$ cat src/hw/rtl/lcmt_ram.sv
module lcmt_ram #(
  parameter int unsigned Width = 64,
  parameter int unsigned Depth = 2
) (
  input  logic                       clk_i,
  input  logic                       we_i,
  input  logic [$clog2(Depth)-1:0]   waddr_i,
  input  logic [Width-1:0]           wdata_i,
  input  logic [$clog2(Depth)-1:0]   raddr_i,
  output logic [Width-1:0]           rdata_o
);

  logic [Width-1:0] mem [Depth];
  logic [Width-1:0] rdata_q;

  always_ff @(posedge clk_i) begin
    if (we_i) begin
      mem[waddr_i] <= wdata_i;
    end
    rdata_q <= mem[raddr_i];
  end

  assign rdata_o = rdata_q;

endmodule

$ cat config.mk
export PLATFORM = sky130hd
export DESIGN_NAME = lcmt_ram
export DESIGN_NICKNAME = d
export VERILOG_FILES = /design/src/hw/rtl/lcmt_ram.sv
export SDC_FILE = /design/constraint.sdc
export NUM_CORES = 1
export LEC_CHECK = 0
export BUFFER_PORTS_ARGS = -buffer_cell sky130_fd_sc_hd__clkbuf_2
export CORE_MARGIN = 5
export CORE_UTILIZATION = 48
export CTS_CLUSTER_SIZE = 28
export DETAILED_ROUTE_END_ITERATION = 12
export PLACE_DENSITY = 0.73
export SLEW_MARGIN = 15
export SYNTH_ARGS = -nofsm -noshare
export SYNTH_HDL_FRONTEND = slang
export SYNTH_SLANG_ARGS = --single-unit
$ cat constraint.sdc
create_clock -name clk_i -period 3.1 [get_ports clk_i]
set_clock_uncertainty 0.05 [all_clocks]
set_input_delay 0 -clock clk_i [delete_from_list [all_inputs] [get_ports clk_i]]
set_output_delay 0 -clock clk_i [all_outputs]
set_load 0.01 [all_outputs]
==> impl_metrics.ini <==
[clock_tree]
cts.clk_slew.worst_paths_ps = 70
postCtsSetupBuffers = 0
root_buffer = clkbuf_16
clockBufferDepth = 2
cts-htree-levels = 4
cts.sinks = 192
clock_latency_ps = 420
cts_tree = done
numCtsBuffers = 17

[cells_and_area]
areaGrowthSynthToFinish_pct = 31.6
drive_above_1_share_pct = 46.7
final_cell_mix = 130 x clkbuf_2, 128 x edfxtp_1, 64 x dlygate4sd3_1, 64 x dfxtp_1, 60 x mux2_4
nets = 541
final_common_cell = clkbuf_2
fill_cells = 878

[timing]
fmax_mhz = 923
min_period_ps = 1080
slew_headroom_pct = 21.1
hold_viol_final = 0
finalSetupViolations = 0
fin_tns_setup_ps = 0
fin_crit_sh_pct = 34.9
final_max_slew_viol_count = 0
grt_setup_unrepaired = no
worst_pin_slew_ps = 1180

[pwr]
total_power_uw = 5450
vdd_drop_max_uv = 357
p_leak_uw = 0.00335
power_density_nw_per_um2 = 666

[min_path]
hp-class = primary input to flip-flop

[routing]
drtIter0Drc = 172
wl_met2_um = 5480
top_layer = met4
viasPerCell = 4.50
routed-via-count = 2965
wl_met1_um = 3980
wl_met3_um = 665
wl_per_cell_um = 15.7
ant_nets = 0
route.detailed.drc = 0
wirelength_um = 10300
firstDrtPassIters = 4

[global_route]
track_usage_pct = 14.4
overflow = 0
first_global_vias = 3210
antenna_found_initial = 0
grt_max_degree = 65
grt_pass1_wl_um = 15900

[die]
start_util_pct = 49.0
core_area_um2 = 12700
die_area_um2 = 15300
rows = 41
die_y_um = 124
ios = 132
chipWidth_um = 124

[worst_setup_path]
r2r-start = mem[0][22]
max_stage_delay_ps = 870
ff2ff_setup_slack_ps = 2230
crit_chain = buf_4 -> mux2_2
arrival_ps = 1350
critPathTopFamily = buffers and inverters
reg2regPathDepth = 1
required_ps = 3370
r2r-end = rdata_o[22]
endpoint = rdata_o[61]
cp.buffers_inverters = 1
cp_slowest_cell = buf_4
cp-end-kind = flip-flop
worstSetupPathType = primary input to flip-flop
startpoint_type = primary input
crit_path_start = raddr_i
cp_max_fo = 64
cp.depth = 2

[job]
maxCapViolCount = 0

[synthesis]
synth_fa_ha_area_share_pct = 0
synthMuxAreaShare_pct = 15.2
yosys_warnings = 0
synth_compound_area_share_pct = 0
netlist_instances = 265
avgSynthCellArea_um2 = 23.5
synth_xor_area_share_pct = 0
synth.distinct_cells = 8
ys_seq_elements = 192
seq_area_frac_synth_pct = 82.5
syn_nets = 333
synthSimpleGateAreaFrac_pct = 0.201
synth_area_um2 = 6210
synth_top_family_by_area = multiplexers

[placement]
port_buffers = 131
gp_congestion = 0.676
hpwl_um = 5710

[run_status]
status = finished, final reports clean
[metal layers]
layer / vias up / global-route usage [%]
met5: - / 0
met4: 0 / 6.78
met3: 17 / 4.77
met2: 97 / 25.4
met1: 1429 / 15.5
li1: 1422 / -
[cell usage after synthesis]
library cell	instances	area share (%)
mux2_2	4	0.72
nor2b_1	1	0.10
and2_1	1	0.10
mux2_4	60	14
buf_12	6	1.9
dfxtp_1	64	21
edfxtp_1	128	62
buf_6	1	0.18
[power by group]
| group | total, uW | switching (uW) | internal (uW) |
|---|---|---|---|
| Combinational | 425 | 180 | 245 |
| Clock | 2030 | 862 | 1170 |
| Sequential | 2990 | 54.4 | 2940 |
[flip-flops by register name, indices dropped and copies added (netlist names)]
name / cells
rdata_o: 64
mem: 128
[per-stage QoR]
stage	setup WS (ps)	util, %	cells	hold WS, ps	area [um^2]
detailed placement	1570	55.0	562	145	6970
global placement	1580	55.0	562	138	6970
CTS	2020	64.5	658	235	8180
global route	1980	64.5	658	251	8180
floorplan	939	-	265	48.9	6220
finish	2020	64.5	659	250	8180
[layout make-up]
class	instances	area, um^2	share of cell area (%)
clock buffer	23	478	5.84
antenna	1	2.50	0.0306
timing repair buffer	196	1310	16.0
clock inverter	9	82.6	1.01
sequential	192	5120	62.7
multi-input combinational	66	968	11.8
tap	172	215	2.63
[how the worst min path moves through the flow]
stage | start | to | slack [ps] | depth (start not counted)
floorplan | wdata_i[0] | mem[0][0] | 50 | 0
global placement | wdata_i[61] | mem[1][61] | 140 | 1
detailed placement | wdata_i[20] | mem[1][20] | 140 | 1
CTS | wdata_i[54] | mem[0][54] | 240 | 2
global route | wdata_i[58] | mem[1][58] | 250 | 2
finish | wdata_i[53] | mem[1][53] | 250 | 2
[timing repair]
action / CTS / global route
gates resized for setup: 0 / 0
setup endpoints to repair: 0 / 0
hold endpoints to repair: 128 / 0
hold buffers: 64 / 0
[cells by family after synthesis]
| family | count (synthesis) |
|---|---|
| multiplexers | 64 |
| AND/OR/NAND/NOR | 2 |
| buffers and inverters | 7 |
| flip-flops | 192 |
(Power assumes the default switching activity.)
